$ cat config.mk
export PLATFORM = sky130hd
export DESIGN_NAME = size_class_buffer_pool_unit
export DESIGN_NICKNAME = d
export VERILOG_FILES = /design/src/hw/rtl/scbp_pkg.sv /design/src/hw/rtl/scbp_cfg_regs.sv /design/src/hw/rtl/scbp_engine.sv /design/src/hw/rtl/size_class_buffer_pool_unit.sv
export SDC_FILE = /design/constraint.sdc
export NUM_CORES = 1
export LEC_CHECK = 0
export ABC_CLOCK_PERIOD_IN_PS = 6400
export BUFFER_PORTS_ARGS = -buffer_cell sky130_fd_sc_hd__buf_2
export CORE_MARGIN = 4
export CORE_UTILIZATION = 41
export CTS_CLUSTER_SIZE = 10
export DETAILED_ROUTE_END_ITERATION = 8
export PLACE_DENSITY = 0.61
export SLEW_MARGIN = 0
export SYNTH_ARGS = -nofsm -noshare
export SYNTH_HDL_FRONTEND = slang
export SYNTH_SLANG_ARGS = --single-unit
$ cat constraint.sdc
create_clock -name clk_i -period 6.4 [get_ports clk_i]
set_clock_uncertainty 0.05 [all_clocks]
set_input_delay 0.32 -clock clk_i [delete_from_list [all_inputs] [get_ports clk_i]]
set_output_delay 0.32 -clock clk_i [all_outputs]
set_load 0.005 [all_outputs]
$ cat src/hw/rtl/scbp_pkg.sv
package scbp_pkg;

  localparam int NumClasses    = 5;
  localparam int SlotsPerClass = 4;
  localparam int CountClamp    = 4;
  localparam int ClassW        = 3;
  localparam int SlotW         = 2;
  localparam int HandleW       = ClassW + SlotW;
  localparam int LimitW        = 16;
  localparam int CountFieldW   = 3;
  localparam int CountsW       = 15;
  localparam int CfgIdxW       = 3;
  localparam int CfgDataW      = 16;

  localparam logic [CfgIdxW-1:0] CfgIdxLimit0 = 3'd0;
  localparam logic [CfgIdxW-1:0] CfgIdxLimit4 = 3'd4;
  localparam logic [CfgIdxW-1:0] CfgIdxCounts = 3'd5;

  localparam logic [NumClasses-1:0][LimitW-1:0] LimitReset = '{
    16'd50, 16'd70, 16'd100, 16'd50, 16'd20
  };
  localparam logic [CountsW-1:0] CountsReset = 15'd17489;

  typedef enum logic {
    ActAlloc = 1'b0,
    ActFree  = 1'b1
  } action_e;

  typedef enum logic [1:0] {
    StOk          = 2'd0,
    StNoBuf       = 2'd1,
    StAlreadyFree = 2'd2,
    StBadHandle   = 2'd3
  } status_e;

  typedef struct packed {
    action_e             action;
    logic [LimitW-1:0]   req_size;
    logic [HandleW-1:0]  free_handle;
  } in_item_t;

  typedef struct packed {
    status_e             status;
    logic [HandleW-1:0]  granted_handle;
  } out_item_t;

  typedef struct packed {
    logic [NumClasses-1:0][LimitW-1:0] class_limit;
    logic [CountsW-1:0]                class_counts;
  } cfg_t;

  function automatic logic [CountFieldW-1:0] slot_count(
    input logic [CountsW-1:0] counts,
    input logic [ClassW-1:0]  k
  );
    logic [CountFieldW-1:0] n;
    n = counts[int'(k) * CountFieldW +: CountFieldW];
    if (n > CountFieldW'(CountClamp)) n = CountFieldW'(CountClamp);
    if (n > CountFieldW'(SlotsPerClass)) n = CountFieldW'(SlotsPerClass);
    return n;
  endfunction

  function automatic logic [SlotsPerClass-1:0] slot_mask(input logic [CountFieldW-1:0] n);
    logic [SlotsPerClass-1:0] m;
    for (int s = 0; s < SlotsPerClass; s++) begin
      m[s] = CountFieldW'(s) < n;
    end
    return m;
  endfunction

endpackage

$ cat src/hw/rtl/scbp_cfg_regs.sv
module scbp_cfg_regs (
  input  logic                           clk_i,
  input  logic                           rst_ni,
  input  logic                           cfg_we_i,
  input  logic [scbp_pkg::CfgIdxW-1:0]   cfg_idx_i,
  input  logic [scbp_pkg::CfgDataW-1:0]  cfg_wdata_i,
  output scbp_pkg::cfg_t                 cfg_o
);

  scbp_pkg::cfg_t cfg_q;

  always_ff @(posedge clk_i or negedge rst_ni) begin
    if (!rst_ni) begin
      cfg_q.class_limit  <= scbp_pkg::LimitReset;
      cfg_q.class_counts <= scbp_pkg::CountsReset;
    end else if (cfg_we_i) begin
      unique case (cfg_idx_i) inside
        [scbp_pkg::CfgIdxLimit0:scbp_pkg::CfgIdxLimit4]: begin
          cfg_q.class_limit[cfg_idx_i] <= cfg_wdata_i[scbp_pkg::LimitW-1:0];
        end
        scbp_pkg::CfgIdxCounts: begin
          cfg_q.class_counts <= cfg_wdata_i[scbp_pkg::CountsW-1:0];
        end
        default: begin
        end
      endcase
    end
  end

  assign cfg_o = cfg_q;

endmodule

$ cat src/hw/rtl/scbp_engine.sv
module scbp_engine (
  input  logic                 clk_i,
  input  logic                 rst_ni,
  input  scbp_pkg::cfg_t       cfg_i,
  input  scbp_pkg::in_item_t   item_i,
  input  logic                 fire_i,
  output scbp_pkg::out_item_t  res_o
);

  logic [scbp_pkg::NumClasses-1:0][scbp_pkg::SlotsPerClass-1:0] free_q, free_d, vis;
  logic                              fit_any;
  logic                              found;
  logic [scbp_pkg::ClassW-1:0]       first;
  logic [scbp_pkg::ClassW-1:0]       hc;
  logic [scbp_pkg::SlotW-1:0]        hs;
  scbp_pkg::out_item_t               res;

  assign hc = item_i.free_handle[scbp_pkg::HandleW-1:scbp_pkg::SlotW];
  assign hs = item_i.free_handle[scbp_pkg::SlotW-1:0];

  always_comb begin
    res                = '0;
    res.status         = scbp_pkg::StNoBuf;
    free_d             = free_q;
    fit_any            = 1'b0;
    first              = '0;
    found              = 1'b0;
    for (int k = 0; k < scbp_pkg::NumClasses; k++) begin
      vis[k] = free_q[k] & scbp_pkg::slot_mask(
                 scbp_pkg::slot_count(cfg_i.class_counts, scbp_pkg::ClassW'(k)));
    end
    for (int k = 0; k < scbp_pkg::NumClasses; k++) begin
      if (!fit_any && (item_i.req_size <= cfg_i.class_limit[k])) begin
        fit_any = 1'b1;
        first   = scbp_pkg::ClassW'(k);
      end
    end
    if (item_i.action == scbp_pkg::ActAlloc) begin
      if (fit_any) begin
        for (int c = 0; c < scbp_pkg::NumClasses; c++) begin
          for (int s = 0; s < scbp_pkg::SlotsPerClass; s++) begin
            if (!found && (scbp_pkg::ClassW'(c) >= first) && vis[c][s]) begin
              found              = 1'b1;
              res.status         = scbp_pkg::StOk;
              res.granted_handle = {scbp_pkg::ClassW'(c), scbp_pkg::SlotW'(s)};
              free_d[c][s]       = 1'b0;
            end
          end
        end
      end
    end else begin
      if (hc >= scbp_pkg::ClassW'(scbp_pkg::NumClasses)) begin
        res.status = scbp_pkg::StBadHandle;
      end else if ({1'b0, hs} >= scbp_pkg::slot_count(cfg_i.class_counts, hc)) begin
        res.status = scbp_pkg::StBadHandle;
      end else if (free_q[hc][hs]) begin
        res.status = scbp_pkg::StAlreadyFree;
      end else begin
        res.status     = scbp_pkg::StOk;
        free_d[hc][hs] = 1'b1;
      end
    end
  end

  always_ff @(posedge clk_i or negedge rst_ni) begin
    if (!rst_ni) begin
      free_q <= '1;
    end else if (fire_i) begin
      free_q <= free_d;
    end
  end

  assign res_o = res;

endmodule

$ cat src/hw/rtl/size_class_buffer_pool_unit.sv
// A request beat is captured in the input register, and its result is then registered in the
// result register on out_valid_o, delayed while out_ready_i holds off the previous result.
// Throughput: one request per cycle unless out_ready_i stalls a result beat, set by the single
// pass from the input register through class match and slot priority encode to the result register.
// Reset (rst_ni low, asynchronous): pipeline empty, all slots free, class limits
// 20/50/100/70/50 and class counts 1/2/1/2/4.
module size_class_buffer_pool_unit (
  input  logic                           clk_i,
  input  logic                           rst_ni,
  input  logic                           cfg_we_i,
  input  logic [scbp_pkg::CfgIdxW-1:0]   cfg_idx_i,
  input  logic [scbp_pkg::CfgDataW-1:0]  cfg_wdata_i,
  input  logic                           in_valid_i,
  output logic                           in_ready_o,
  input  scbp_pkg::in_item_t             in_item_i,
  output logic                           out_valid_o,
  input  logic                           out_ready_i,
  output scbp_pkg::out_item_t            out_item_o
);

  scbp_pkg::cfg_t      cfg;
  scbp_pkg::in_item_t  in_q;
  scbp_pkg::out_item_t res, out_q;
  logic                in_vld_q, out_vld_q;
  logic                advance;

  assign advance    = in_vld_q && (!out_vld_q || out_ready_i);
  assign in_ready_o = !in_vld_q || advance;

  scbp_cfg_regs u_cfg (
    .clk_i       (clk_i),
    .rst_ni      (rst_ni),
    .cfg_we_i    (cfg_we_i),
    .cfg_idx_i   (cfg_idx_i),
    .cfg_wdata_i (cfg_wdata_i),
    .cfg_o       (cfg)
  );

  scbp_engine u_engine (
    .clk_i  (clk_i),
    .rst_ni (rst_ni),
    .cfg_i  (cfg),
    .item_i (in_q),
    .fire_i (advance),
    .res_o  (res)
  );

  always_ff @(posedge clk_i or negedge rst_ni) begin
    if (!rst_ni) begin
      in_vld_q  <= 1'b0;
      out_vld_q <= 1'b0;
    end else begin
      if (in_ready_o) in_vld_q <= in_valid_i;
      if (advance) begin
        out_vld_q <= 1'b1;
      end else if (out_ready_i) begin
        out_vld_q <= 1'b0;
      end
    end
  end

  always_ff @(posedge clk_i) begin
    if (in_valid_i && in_ready_o) in_q <= in_item_i;
    if (advance) out_q <= res;
  end

  assign out_valid_o = out_vld_q;
  assign out_item_o  = out_q;

endmodule

==> impl_metrics.tcl <==
set metrics [dict create \
    outcome "finished clean" \
    die_area_um2 22900 \
    ys_warn_count 0 \
    synthCells 853 \
    path_max_fanout 5 \
    clk_latency_ns 0.43 \
    ir_worst_vdd_mv 0.176 \
    hold_path.class "primary input to flip-flop" \
    vias 6582 \
    power_mw 3.03 \
    critPathCaptureType "flip-flop" \
    swShare 0.335 \
    cap_viol_max_count 0 \
    cts-root-buf "clkbuf_16" \
    grt_pass1_vias 6522 \
    seq_area_frac_synth 0.456 \
    critical_path.max_stage_delay_ns 0.55 \
    overflow 0 \
    p_int_mw 2.02 \
    gp_congestion 0.935 \
    power_frac_clock 0.324 \
    drv_slew 0 \
    drt-wirelength-per-cell_um 17.9 \
    synth_edf_count 29 \
    p_leak_nw 4.20 \
    critical_path_buf_inv_count 0 \
    ioPinCount 55 \
    yosysUniqueCellTypes 70 \
    post_cts_resized 0 \
    nets 1050 \
    layout_min_cycle_time_ns 3.86 \
    layout.cells.non_filler 1205 \
    startpoint_type "flip-flop" \
    first_pass_iters 6 \
    final.setup.tns_ns 0 \
    synth_area_um2 8440 \
    crit_chain "ha_1 -> nand4_1 -> nor4_1 -> a21boi_0 -> o31a_1 -> nand2_1 -> a32oi_1 -> nor2_1 -> a2111oi_0 -> a31oi_1" \
    relSlewSlack 0.356 \
    final_area_um2 9720 \
    drive_above_1_share 0.194 \
    cts_tree "done" \
    worstPathRequired_ns 6.51 \
    cp.arrival_ns 3.96 \
    num_rows 52 \
    syn2layout_area_growth_pct 15.3 \
    via_per_inst 5.46 \
    multi_input_area_um2 4200 \
    synth_area_leaders "dfrtp_1 23%, ha_1 12%, dfstp_2 12%" \
    p_switching_mw 1.02 \
    timing.hold.ws_ns 0.00904 \
    grt_pass1_wl_mm 35.0 \
    fmax_mhz 259 \
    rsz0062_at_grt "no" \
    pwr-share-seq 0.416 \
    synth_top_cell_area_share 0.231 \
    grt_max_degree 45 \
    fin_crit_sh 0.602 \
    register_area_um2 3850 \
    grtUsageTotal 0.198 \
    fp.dieH_um 151 \
    clock-sinks 146 \
    combPwrFrac 0.260 \
    dp.cells 1160 \
    core_area_um2 20200 \
    drcViolationCount 0 \
    placed_area_um2 9020 \
    finalHoldViolCount 0 \
    power_density_nw_per_um2 312 \
    synthArstFlopShare 0.801 \
    clk_pin_slew_ns 0.07 \
    numPortBuffers 54 \
    synth_fp_nets 981 \
    chipWidth_um 151 \
    avgSynthCellArea_um2 9.89 \
    numCtsBuffers 17 \
    htreeDepth 4 \
    dominantRegCellSynth "dfrtp_1" \
    start_util 0.417 \
    ys_ff_latch 146 \
    clockBufferDepth 2 \
    antenna_cells 0 \
    ant_nets 0 \
    antenna_found_initial 0 \
    tightest_slew_ns 0.962 \
    setup_violations 0 \
    dp_hpwl_mm 16.1 \
    drtIter0Drc 428 \
    yosysTopAreaCell "dfrtp_1" \
    path_class "flip-flop to flip-flop" \
    cp_slowest_cell "nor4_1" \
    routed_wirelength_mm 21.6 \
    cp_top_family "compound AO/OA/AOI/OAI gates" \
    fillCellCount 1871 \
]
## final cells by class
type | instances | area share
multi-input combinational | 600 | 0.431
sequential | 146 | 0.396
timing repair buffer | 74 | 0.0468
clock buffer | 17 | 0.0438
tap | 270 | 0.0347
inverter | 83 | 0.0320
clock inverter | 15 | 0.0154
## logic make-up after synthesis
| logic type | count (synthesis) | synth area share |
|---|---|---|
| simple gates | 243 | 0.142 |
| compound gates | 231 | 0.173 |
| flops | 146 | 0.456 |
| buf+inv | 107 | 0.0489 |
| fa+ha+maj | 82 | 0.122 |
| mux | 44 | 0.0589 |
## cell usage after synthesis (all sizes together), types with 3 or more instances
cell type / number
o21a: 4
dfrtp: 78
ha: 82
dfstp: 39
nor3: 13
nand4b: 3
clkbuf: 18
mux2: 35
a211o: 3
o21ai: 88
and2: 9
a21boi: 4
buf: 6
a21o: 7
a221oi: 3
o31a: 4
o211ai: 6
nand3: 21
nand4: 18
nor2: 30
inv: 83
a31oi: 18
mux2i: 8
a22oi: 4
nand2b: 9
nor2b: 11
nand2: 102
o31ai: 9
edfxtp: 29
and3: 3
nor3b: 4
or3: 5
a221o: 4
a21oi: 53
nor4: 7
## state kept, by name (all words and copies together) (netlist names)
name             flops
out_item_o           7
in_vld_q             1
in_q                22
u_cfg.cfg_o         95
u_engine.free_q     20
out_valid_o          1
## layer usage
layer	share of wire	vias to the layer above	global-route usage
met4	0.022	0	0.0621
met5	0	-	0
li1	-	3239	-
met1	0.47	3130	0.276
met2	0.46	180	0.311
met3	0.052	33	0.0416
## final timing paths
path / startpoint / end / slack [ns] / cells past startpoint
worst max-delay path: in_q[19] / out_item_o[0] / 2.54 / 10
max in group asynchronous: rst_ni / u_cfg.cfg_o[13] / 4.36 / 4
worst min register to register: in_vld_q / out_valid_o / 0.43 / 1
min in group asynchronous: rst_ni / u_cfg.cfg_o[5] / 0.37 / 2
worst min-delay path: in_item_i[9] / in_q[9] / 0.009 / 1
worst max register to register: in_q[19] / out_item_o[0] / 2.54 / 10
## worst register-to-register path: cells and delay by family (launching register included)
family	cells	cell delay, ns
compound gates	5	1.61
flops	1	0.51
fa+ha+maj	1	0.37
simple gates	4	1.05
## power groups by stage
stage               Sequential [mW]  Combinational (mW)  Clock, mW
floorplan                      1.23               0.574          0
global placement               1.27               0.769          0
detailed placement             1.28               0.774          0
CTS                            1.26               0.786       1.00
global route                   1.28               0.903       1.05
finish                         1.26               0.788      0.983
## cell usage in the layout (no fill, tap or decap), types with 13 or more instances in the layout
cell	Yosys	final
a31oi_1	16	16
dlygate4sd3_1	0	13
nand3_1	21	21
buf_2	3	53
nand2_1	101	101
mux2_2	35	35
ha_1	82	82
nand4_1	18	18
nor2_1	30	30
o21ai_0	84	84
a21oi_1	52	52
dfrtp_1	78	78
clkbuf_16	0	17
edfxtp_1	29	29
inv_1	83	83
dfstp_2	39	39
## through the flow
stage,utilization,setup WS [ns]
CTS,0.480,2.56
floorplan,-,3.04
finish,0.481,2.54
detailed placement,0.446,2.59
global placement,0.446,2.64
global route,0.481,2.29
## what timing repair did
action                    4_1_cts  5_1_grt
hold buffers                   11        2
buffers inserted                0        0
hold endpoints to repair       27        2
No activity file was read; power rests on OpenSTA's default activity.
